$ cat config.mk
export PLATFORM = sky130hd
export DESIGN_NAME = ultrasonic_range_controller
export DESIGN_NICKNAME = d
export VERILOG_FILES = /design/src/urc_pkg.sv /design/src/urc_cfg_regs.sv /design/src/urc_seq.sv /design/src/urc_scale.sv /design/src/ultrasonic_range_controller.sv
export SDC_FILE = /design/constraint.sdc
export NUM_CORES = 1
export LEC_CHECK = 0
export ABC_CLOCK_PERIOD_IN_PS = 10780
export BUFFER_PORTS_ARGS = -buffer_cell sky130_fd_sc_hd__buf_2
export CORE_MARGIN = 2
export CORE_UTILIZATION = 30
export CTS_CLUSTER_SIZE = 8
export DETAILED_ROUTE_END_ITERATION = 10
export PLACE_DENSITY = 0.4
export SLEW_MARGIN = 20
export SYNTH_ARGS = -nofsm -noshare
export SYNTH_HDL_FRONTEND = slang
export SYNTH_HIERARCHICAL = 1
export SYNTH_SLANG_ARGS = --single-unit
$ cat constraint.sdc
create_clock -name clk -period 10.78 [get_ports clk]
set_input_delay 0.539 -clock clk [delete_from_list [all_inputs] [get_ports clk]]
set_output_delay 0.539 -clock clk [all_outputs]
set_load 0.03 [all_outputs]
$ cat src/urc_pkg.sv
// Shared types, constants and unit tables for the ultrasonic range controller.
package urc_pkg;

    localparam int CNT_BITS   = 16;
    localparam int MAGIC_BITS = 27;
    localparam int DIV_SHIFT  = 32;
    localparam int Q_BITS     = CNT_BITS + MAGIC_BITS - DIV_SHIFT;
    localparam int DIST_BITS  = 9;

    localparam logic [CNT_BITS-1:0] CNT_MAX = {CNT_BITS{1'b1}};

    localparam logic [1:0] CFG_TIMEOUT   = 2'd0;
    localparam logic [1:0] CFG_IDLE_GAP  = 2'd1;
    localparam logic [1:0] CFG_TRIG_WIDE = 2'd2;

    localparam logic [15:0] TIMEOUT_RST   = 16'd30000;
    localparam logic [15:0] IDLE_GAP_RST  = 16'd50000;
    localparam logic [7:0]  TRIG_WIDE_RST = 8'd10;

    localparam logic [1:0] UNIT_CM   = 2'd0;
    localparam logic [1:0] UNIT_M    = 2'd1;
    localparam logic [1:0] UNIT_INCH = 2'd2;
    localparam logic [1:0] UNIT_FEET = 2'd3;

    typedef logic [CNT_BITS-1:0] cnt_t;

    typedef struct packed {
        logic [15:0] timeout_us;
        logic [15:0] idle_gap_us;
        logic [7:0]  trigger_width_us;
    } cfg_t;

    typedef struct packed {
        logic       trigger_level;
        logic       busy_res;
        logic       done_res;
        logic       no_object;
        logic [1:0] unit;
        cnt_t       pulse;
    } meas_t;

    // ceil(2^32 / divisor): exact floor division for any counter value
    function automatic logic [MAGIC_BITS-1:0] unit_magic(input logic [1:0] unit);
        logic [MAGIC_BITS-1:0] m;
        begin
            case (unit)
                UNIT_CM:   m = MAGIC_BITS'(74051161);
                UNIT_M:    m = MAGIC_BITS'(736575);
                UNIT_INCH: m = MAGIC_BITS'(29020050);
                UNIT_FEET: m = MAGIC_BITS'(2415618);
                default:   m = '0;
            endcase
            return m;
        end
    endfunction

    function automatic logic [DIST_BITS-1:0] unit_max(input logic [1:0] unit);
        logic [DIST_BITS-1:0] v;
        begin
            case (unit)
                UNIT_CM:   v = DIST_BITS'(450);
                UNIT_M:    v = DIST_BITS'(5);
                UNIT_INCH: v = DIST_BITS'(178);
                UNIT_FEET: v = DIST_BITS'(15);
                default:   v = '0;
            endcase
            return v;
        end
    endfunction

endpackage

$ cat src/urc_cfg_regs.sv
// Configuration registers of the ultrasonic range controller.
module urc_cfg_regs
    import urc_pkg::*;
(
    input  logic        clk,
    input  logic        rst_n,
    input  logic        cfg_wr_en,
    input  logic [1:0]  cfg_index,
    input  logic [15:0] cfg_data,
    output cfg_t        cfg
);

    cfg_t cfg_reg;
    cfg_t cfg_next;

    always_comb
    begin
        cfg_next = cfg_reg;
        if (cfg_wr_en)
        begin
            case (cfg_index)
                CFG_TIMEOUT:   cfg_next.timeout_us       = cfg_data;
                CFG_IDLE_GAP:  cfg_next.idle_gap_us      = cfg_data;
                CFG_TRIG_WIDE: cfg_next.trigger_width_us = cfg_data[7:0];
                default:       cfg_next = cfg_reg;
            endcase
        end
    end

    always_ff @(posedge clk or negedge rst_n)
    begin
        if (!rst_n)
        begin
            cfg_reg.timeout_us       <= TIMEOUT_RST;
            cfg_reg.idle_gap_us      <= IDLE_GAP_RST;
            cfg_reg.trigger_width_us <= TRIG_WIDE_RST;
        end
        else
        begin
            cfg_reg <= cfg_next;
        end
    end

    assign cfg = cfg_reg;

endmodule

$ cat src/urc_seq.sv
// Measurement sequencer: trigger timing, echo timing and the stage register.
module urc_seq
    import urc_pkg::*;
(
    input  logic       clk,
    input  logic       rst_n,
    input  cfg_t       cfg,
    input  logic       take,
    input  logic       start_req,
    input  logic [1:0] mode,
    input  logic       echo_level,
    input  logic       adv,
    output logic       meas_valid,
    output meas_t      meas
);

    localparam logic [2:0] PH_IDLE = 3'd0;
    localparam logic [2:0] PH_GAP  = 3'd1;
    localparam logic [2:0] PH_TRIG = 3'd2;
    localparam logic [2:0] PH_PRE  = 3'd3;
    localparam logic [2:0] PH_WAIT = 3'd4;
    localparam logic [2:0] PH_MEAS = 3'd5;

    logic [2:0] phase_reg, phase_next;
    cnt_t       tick_reg, tick_next;
    cnt_t       elapsed_reg, elapsed_next;
    cnt_t       pulse_reg, pulse_next;
    logic [1:0] unit_reg, unit_next;
    logic       valid_reg, valid_next;
    meas_t      meas_reg, meas_next;

    cnt_t tick_inc;
    cnt_t elapsed_inc;
    cnt_t pulse_inc;
    cnt_t gap_lim;
    cnt_t width_lim;
    cnt_t timeout_lim;
    logic finished;
    logic timed_out;

    assign tick_inc    = (tick_reg == CNT_MAX) ? CNT_MAX : tick_reg + cnt_t'(1);
    assign elapsed_inc = (elapsed_reg == CNT_MAX) ? CNT_MAX : elapsed_reg + cnt_t'(1);
    assign pulse_inc   = (pulse_reg == CNT_MAX) ? CNT_MAX : pulse_reg + cnt_t'(1);
    assign gap_lim     = cnt_t'(cfg.idle_gap_us);
    assign width_lim   = cnt_t'(cfg.trigger_width_us);
    assign timeout_lim = cnt_t'(cfg.timeout_us);

    always_comb
    begin
        phase_next   = phase_reg;
        tick_next    = tick_reg;
        elapsed_next = elapsed_reg;
        pulse_next   = pulse_reg;
        unit_next    = unit_reg;
        finished     = 1'b0;
        timed_out    = 1'b0;
        case (phase_reg)
            PH_IDLE:
            begin
                if (start_req)
                begin
                    unit_next  = mode;
                    tick_next  = '0;
                    phase_next = (cfg.idle_gap_us == 16'd0) ? PH_TRIG : PH_GAP;
                end
            end
            PH_GAP:
            begin
                tick_next = tick_inc;
                if (tick_inc >= gap_lim || tick_inc == CNT_MAX)
                begin
                    tick_next  = '0;
                    phase_next = PH_TRIG;
                end
            end
            PH_TRIG:
            begin
                tick_next = tick_inc;
                if (tick_inc >= width_lim || tick_inc == CNT_MAX)
                begin
                    tick_next    = '0;
                    elapsed_next = '0;
                    pulse_next   = '0;
                    phase_next   = PH_PRE;
                end
            end
            default:
            begin
                elapsed_next = elapsed_inc;
                if (phase_reg == PH_PRE)
                begin
                    if (!echo_level)
                    begin
                        phase_next = PH_WAIT;
                    end
                end
                else if (phase_reg == PH_WAIT)
                begin
                    if (echo_level)
                    begin
                        pulse_next = cnt_t'(1);
                        phase_next = PH_MEAS;
                    end
                end
                else
                begin
                    if (echo_level)
                    begin
                        pulse_next = pulse_inc;
                    end
                    else
                    begin
                        finished = 1'b1;
                    end
                end
                if (elapsed_inc >= timeout_lim || elapsed_inc == CNT_MAX)
                begin
                    finished  = 1'b1;
                    timed_out = 1'b1;
                end
                if (finished)
                begin
                    phase_next = PH_IDLE;
                end
            end
        endcase
    end

    always_comb
    begin
        meas_next.trigger_level = (phase_next == PH_TRIG);
        meas_next.busy_res      = (phase_next != PH_IDLE);
        meas_next.done_res      = finished;
        meas_next.no_object     = timed_out;
        meas_next.unit          = unit_next;
        meas_next.pulse         = pulse_next;
        valid_next = take | (valid_reg & ~adv);
    end

    always_ff @(posedge clk or negedge rst_n)
    begin
        if (!rst_n)
        begin
            phase_reg   <= PH_IDLE;
            tick_reg    <= '0;
            elapsed_reg <= '0;
            pulse_reg   <= '0;
            unit_reg    <= UNIT_CM;
            valid_reg   <= 1'b0;
        end
        else
        begin
            valid_reg <= valid_next;
            if (take)
            begin
                phase_reg   <= phase_next;
                tick_reg    <= tick_next;
                elapsed_reg <= elapsed_next;
                pulse_reg   <= pulse_next;
                unit_reg    <= unit_next;
            end
        end
    end

    // hold the word until the scaling stage takes it
    always_ff @(posedge clk)
    begin
        if (take)
        begin
            meas_reg <= meas_next;
        end
    end

    assign meas_valid = valid_reg;
    assign meas       = meas_reg;

endmodule

$ cat src/urc_scale.sv
// Unit scaling and clamp of the pulse width, with the result register.
module urc_scale
    import urc_pkg::*;
(
    input  logic                 clk,
    input  logic                 rst_n,
    input  logic                 adv,
    input  logic                 meas_valid,
    input  meas_t                meas,
    output logic                 out_valid,
    output logic                 trigger_level,
    output logic                 busy_res,
    output logic                 done_res,
    output logic                 no_object,
    output logic [DIST_BITS-1:0] distance
);

    logic [CNT_BITS+MAGIC_BITS-1:0] prod;
    logic [Q_BITS-1:0]              quot;
    logic [DIST_BITS-1:0]           lim;
    logic [DIST_BITS-1:0]           dist_next;
    logic                           valid_reg;
    logic                           trigger_reg;
    logic                           busy_reg;
    logic                           done_reg;
    logic                           no_obj_reg;
    logic [DIST_BITS-1:0]           dist_reg;

    assign prod = (CNT_BITS+MAGIC_BITS)'(meas.pulse)
                * (CNT_BITS+MAGIC_BITS)'(unit_magic(meas.unit));
    assign quot = prod[CNT_BITS+MAGIC_BITS-1:DIV_SHIFT];
    assign lim  = unit_max(meas.unit);

    always_comb
    begin
        dist_next = '0;
        if (meas.done_res && !meas.no_object)
        begin
            if (quot > Q_BITS'(lim))
            begin
                dist_next = lim;
            end
            else
            begin
                dist_next = quot[DIST_BITS-1:0];
            end
        end
    end

    always_ff @(posedge clk or negedge rst_n)
    begin
        if (!rst_n)
        begin
            valid_reg <= 1'b0;
        end
        else if (adv)
        begin
            valid_reg <= meas_valid;
        end
    end

    always_ff @(posedge clk)
    begin
        if (adv && meas_valid)
        begin
            trigger_reg <= meas.trigger_level;
            busy_reg    <= meas.busy_res;
            done_reg    <= meas.done_res;
            no_obj_reg  <= meas.no_object;
            dist_reg    <= dist_next;
        end
    end

    assign out_valid     = valid_reg;
    assign trigger_level = trigger_reg;
    assign busy_res      = busy_reg;
    assign done_res      = done_reg;
    assign no_object     = no_obj_reg;
    assign distance      = dist_reg;

endmodule

$ cat src/ultrasonic_range_controller.sv
// Ultrasonic range controller: one input word per microsecond tick, one result word per input word.
// Every accepted input word produces exactly one result word, via the sequencer stage register and
// the result register; a new word is taken in every cycle while out_ready is high, and both
// registers hold their words when the output stalls. On a start request while idle the block
// latches the unit, holds trigger low for idle_gap_us ticks, high for trigger_width_us ticks, then
// times the echo pulse. A result word with done_res high carries either no_object (timeout) or the
// distance, the pulse width divided by 58, 5831, 148 or 1778 and clamped to 450, 5, 178 or 15.
// Write configuration only while idle.
module ultrasonic_range_controller
    import urc_pkg::*;
(
    input  logic                 clk,
    input  logic                 rst_n,
    input  logic                 cfg_wr_en,
    input  logic [1:0]           cfg_index,
    input  logic [15:0]          cfg_data,
    input  logic                 in_valid,
    output logic                 in_ready,
    input  logic                 start_req,
    input  logic [1:0]           mode,
    input  logic                 echo_level,
    output logic                 out_valid,
    input  logic                 out_ready,
    output logic                 trigger_level,
    output logic                 busy_res,
    output logic                 done_res,
    output logic                 no_object,
    output logic [DIST_BITS-1:0] distance
);

    cfg_t  cfg;
    meas_t meas;
    logic  meas_valid;
    logic  adv_out;
    logic  adv_mid;
    logic  take;

    assign adv_out  = ~out_valid | out_ready;
    assign adv_mid  = ~meas_valid | adv_out;
    assign in_ready = adv_mid;
    assign take     = in_valid & adv_mid;

    urc_cfg_regs u_cfg
    (
        .clk       (clk),
        .rst_n     (rst_n),
        .cfg_wr_en (cfg_wr_en),
        .cfg_index (cfg_index),
        .cfg_data  (cfg_data),
        .cfg       (cfg)
    );

    urc_seq u_seq
    (
        .clk        (clk),
        .rst_n      (rst_n),
        .cfg        (cfg),
        .take       (take),
        .start_req  (start_req),
        .mode       (mode),
        .echo_level (echo_level),
        .adv        (adv_out),
        .meas_valid (meas_valid),
        .meas       (meas)
    );

    urc_scale u_scale
    (
        .clk           (clk),
        .rst_n         (rst_n),
        .adv           (adv_out),
        .meas_valid    (meas_valid),
        .meas          (meas),
        .out_valid     (out_valid),
        .trigger_level (trigger_level),
        .busy_res      (busy_res),
        .done_res      (done_res),
        .no_object     (no_object),
        .distance      (distance)
    );

endmodule
Word level (Yosys, flattened, before mapping)
Index checks and enable logic that the tools add are counted.

operators by class
  multiply operators = 1
  mux-type cells = 36
  bitwise operators = 9
  eq/ne operators = 17
  $add $sub $neg = 3
  order comparisons = 4
  reduce and logical (&&, ||, !) cells = 19

operators by type and width
  operator                                                               number
  16-bit two-way mux                                                     12
  27-bit case mux with 4 select lines                                    1
  16-bit equality test, second input constant                            5
  16-bit case mux with 2 select lines                                    2
  16-bit by 1-bit adder with 16-bit output, second input constant        3
  16-bit case mux with 3 select lines                                    1
  16-bit by 27-bit multiplier with 43-bit output                         1
  9-bit case mux with 4 select lines                                     1
  16-bit >= comparator                                                   2
  3-bit two-way mux                                                      8
  16-bit by 8-bit >= comparator with 1-bit output                        1
  16-bit logical NOT                                                     1
  11-bit by 9-bit > comparator with 1-bit output                         1
  3-bit by 2-bit equality test with 1-bit output, second input constant  3
  9-bit two-way mux                                                      1
  3-bit case mux with 3 select lines                                     1
  2-bit equality test, second input constant                             3
  1-bit two-way mux                                                      6
  2-bit two-way mux                                                      3
  2-bit AND reduction                                                    3
  3-bit AND reduction                                                    2
  3-bit nonzero test                                                     2
  2-bit by 1-bit equality test with 1-bit output, second input constant  2
  2-bit logical NOT                                                      2
  13 further kinds                                                       22

word-level totals
  logic and storage cells = 110
  flip-flop bits (word level) = 130
  input bits = 27
  output and inout port bits = 15

Longest topological paths before layout
  depth in word-level cells = 9
  mapped depth = 38
  mapped depth without buffers = 35

Cells and area by module
The synthesis kept the hierarchy.

modules (own cells, without submodules)
  module                       instances  seq. area each (sq um)  area each (sq um)  cells an instance
  urc_scale                    1          415.4                   12807.3            1354
  urc_seq                      1          2011.9                  5824.3             695
  urc_cfg_regs                 1          1019.7                  1530.2             85
  ultrasonic_range_controller  1          0.0                     35.0               3

Worst setup path before layout
Ideal clock, no wire load.

  path type = register to register
  from = register u_seq.meas_reg, in the netlist u_seq/meas[16]
  to = register u_scale.dist_reg[0] (netlist: u_scale/distance[0]) (data pin)
  library setup time = 0.266 ns
  arrival time = 8.572 ns
  cell stages (with the launch flop) = 36
  buffers on the path = 3
  period minus slack after synthesis = 8.838 ns
  required time = 10.514 ns
  path slack = 1.942 ns
  cells stage by stage = edfxtp_1 inv_1 buf_1 ha_1 buf_6 clkbuf_1 nand2_1 nand2_1 inv_1 fa_1 inv_1 fa_1 fa_1 inv_1 fa_1 inv_1 fa_1 inv_1 fa_1 inv_1 ha_1 nand2_1 or3_1 or3_1 a311oi_1 o31ai_1 nand2_1 xor2_1 ha_1 o21a_1 o21a_1 o41ai_1 a21oi_1 or4_4 o211ai_1 o31ai_1

on the way
  word-level cells in the longest chain between the ends = 5
  elaborated cells on any way between the ends = 9
  those cells by class = mul: 1; order compare: 1; eq/ne: 3; mux: 3; reduce/logical: 1

RTL lines
  element                                         line                          source
  from (decl)                                     urc_seq.sv:30                 meas_t meas_reg, meas_next;
  from (signal assigned)                          urc_seq.sv:170                meas_reg <= meas_next;
  2-bit equality test (tied with other cells)     urc_pkg.sv:46, urc_pkg.sv:60
  27-bit case mux with 4 select lines             urc_pkg.sv:46                 case (unit)
  16-bit by 27-bit multiplier with 43-bit output  urc_scale.sv:30               * (CNT_BITS+MAGIC_BITS)'(unit_magic(meas.unit));
  11-bit by 9-bit > comparator with 1-bit output  urc_scale.sv:39               if (quot > Q_BITS'(lim))
  9-bit two-way mux (*)                           urc_scale.sv:39
  to (signal assigned)                            urc_scale.sv:70               dist_reg <= dist_next;
  to (decl)                                       urc_scale.sv:27               logic [DIST_BITS-1:0] dist_reg;

Every way passes the cells marked *; elsewhere a longest branch is shown, timed or not. The select of a mux whose other input is x is not followed.
A chain may end at the register's enable or synchronous reset.

Final worst setup path
Same ends and word-level chain as after synthesis.

==> flow_summary.toml <==
[yosys]
yosysTopAreaCell = "fa_1"
avgSynthCellArea_um2 = 9.45
synth.area.top_cells = "fa_1, ha_1, dfrtp_1, inv_1, edfxtp_1"
synth_top_family_by_area = "adder cells"
yosysUniqueCellTypes = 96
ys_seq_area_share_pct = 17.1
synth-seq-cells = 130
synth_compound_area_share_pct = 11.2
synth-async-reset-ratio_pct = 73.1
synth_ff_type = "dfrtp_1"
yosysTopAreaCellShare_pct = 32.6
synthCells = 2137
synth-edff-count = 35
synthMuxAreaShare_pct = 2.71
post_synth_fa_ha_maj_area_fraction_pct = 43.7
synthSimpleGateAreaFrac_pct = 13.8
syn-cell-area_mm2 = 0.0202
yosysWarnings = 6
syn_nets = 2672
synth-xor-area-share_pct = 1.08

[global_routing]
grt_max_degree = 60
grt_use_total_pct = 19.5
grt_pass1_wl_mm = 102
grt_pass1_vias = 16300
grt.overflow.total = 0
antenna_found_initial = 2

[status]
outcome = "completed"

[route]
drcViolationCount = 0
firstDrtPassIters = 7
wl_per_cell_um = 21.2
vias = 14900
via_per_inst = 4.90
drt-total-wl_mm = 64.4
drt-initial-drc-count = 706
drtAntennaViolNets = 0

[clocking]
cts_resized = 0
cts_setup_buffers = 0
clockRootBuffer = "clkbuf_16"
htreeDepth = 4
cts_max_path_buffers = 2
ctsHoldBuffers = 0
clkTransAtPathRegs_ns = 0.07
cts_made_buffers = 17
insertion_delay_ns = 0.46
cts_tree = "built"
cts_sinks = 130

[floorplan]
die_y_um = 263
start_util_pct = 30.2
core_area_mm2 = 0.0669
row_count = 95
dieArea_mm2 = 0.0694
die_x_um = 263
io_pins = 42

[cells_and_area]
post-route-util_pct = 32.8
post_route_cells_drive_above_1_share_pct = 8.70
syn2layout_area_growth_pct = 8.54
most-common-layout-cells = "inv_1, fa_1, nand2_1"
final_common_cell = "inv_1"
nets = 2682
largest_reg_flops = 40
fill_cells = 7027
final_cell_area_mm2 = 0.0219

[sta]
finalHoldViolCount = 0
tightest_slew_ns = 0.897
finalCritPeriodShare_pct = 91.8
worst_slew_margin_rel_pct = 40.2
skew_ns = 0.0146
max_freq_mhz = 101
fin_crit_ns = 9.90
tns_ns = 0
setup_viol = 0
rsz0062_at_grt = "no"
layout_setup_ws_ns = 0.881
slew_violations = 0

[setup_path]
cp_max_fo = 18
crit_buf_inv = 7
startpoint_type = "register"
cp.required_ns = 10.97
arrival_ns = 10.09
max_stage_delay_ns = 0.76
r2r_slack_ns = 0.88
endpoint_kind = "register"
critPathKind = "reg2reg"
slowest_stage = "ha_1"
critPathTopFamily = "adder cells"

[job]
cap_violations = 0

[worst_hold_path]
min-delay-path-class = "in2async"

[placement]
portBuffers = 41
place.gp.congestion = 0.940
dpl_cell_area_mm2 = 0.0213
dp_hpwl_mm = 55.6
dpl_worst_slack_ns = 0.963
-- stage by stage --
step	hold slack, ns	cells
after floorplan	0.243	2137
after global placement	0.406	3001
after detailed placement	0.409	3001
after CTS	0.0532	3033
after global routing	0.0739	3033
final	0.0446	3034
-- worst reg2reg max path, delay by kind of cell (launching register included) --
kind            cells  cell delay, ns
compound gates     10            1.69
xor+xnor            1            0.29
fa+ha+maj           9            4.62
buf+inv             7            0.79
flops               1            0.38
simple gates        6            1.85
-- Yosys cell counts (39+ instances only) --
cell type    n
ha_1       179
fa_1       329
inv_1      482
clkbuf_1    47
o21ai_0     42
nand2_1    181
and2_1      42
dfrtp_1     80
mux2_2      45
nor2_1     103
a21o_1      49
a21oi_1     87
nand3_1     39
-- worst paths after layout --
path / start / to / cells past startpoint
setup / recovery: u_seq/meas[16] / u_scale/distance[0] / 33
hold / removal: rst_n / u_seq/tick_reg[2] / 1
setup reg to reg: u_seq/meas[16] / u_scale/distance[0] / 33
hold reg to reg: u_seq/meas[20] / u_scale/busy_res / 0
max in group asynchronous: rst_n / u_seq/elapsed_reg[9] / 2
min in group clk: cfg_data[13] / u_cfg/cfg[21] / 2
-- final cells by class --
type                       instances  area (um2)  area share (%)
antenna                            1        2.50          0.0114
clock inverter                    13         129           0.588
timing repair buffer              57         328            1.50
sequential                       130        3450            15.7
clock buffer                      19         464            2.12
inverter                         484        1820            8.29
multi-input combinational       1457       14600            66.8
tap                              873        1090            4.98
-- routing by layer --
layer  wire, um  track usage [%]
met5         13                0
met3       2110             2.68
met2      31200             32.9
met4       1770             5.79
met1      29200             26.0
-- kinds of logic after synthesis --
logic type	count (synthesis)
xor gates and xnor gates	25
buffers and inverters	550
muxes	49
adders and majority gates	508
and+or+nand+nor	546
DFF	130
AOI/OAI and AO/OA	329
Power is left out: the tool's default activity adds up to more than one toggle a clock period on the data nets, which glitch-free logic cannot reach.
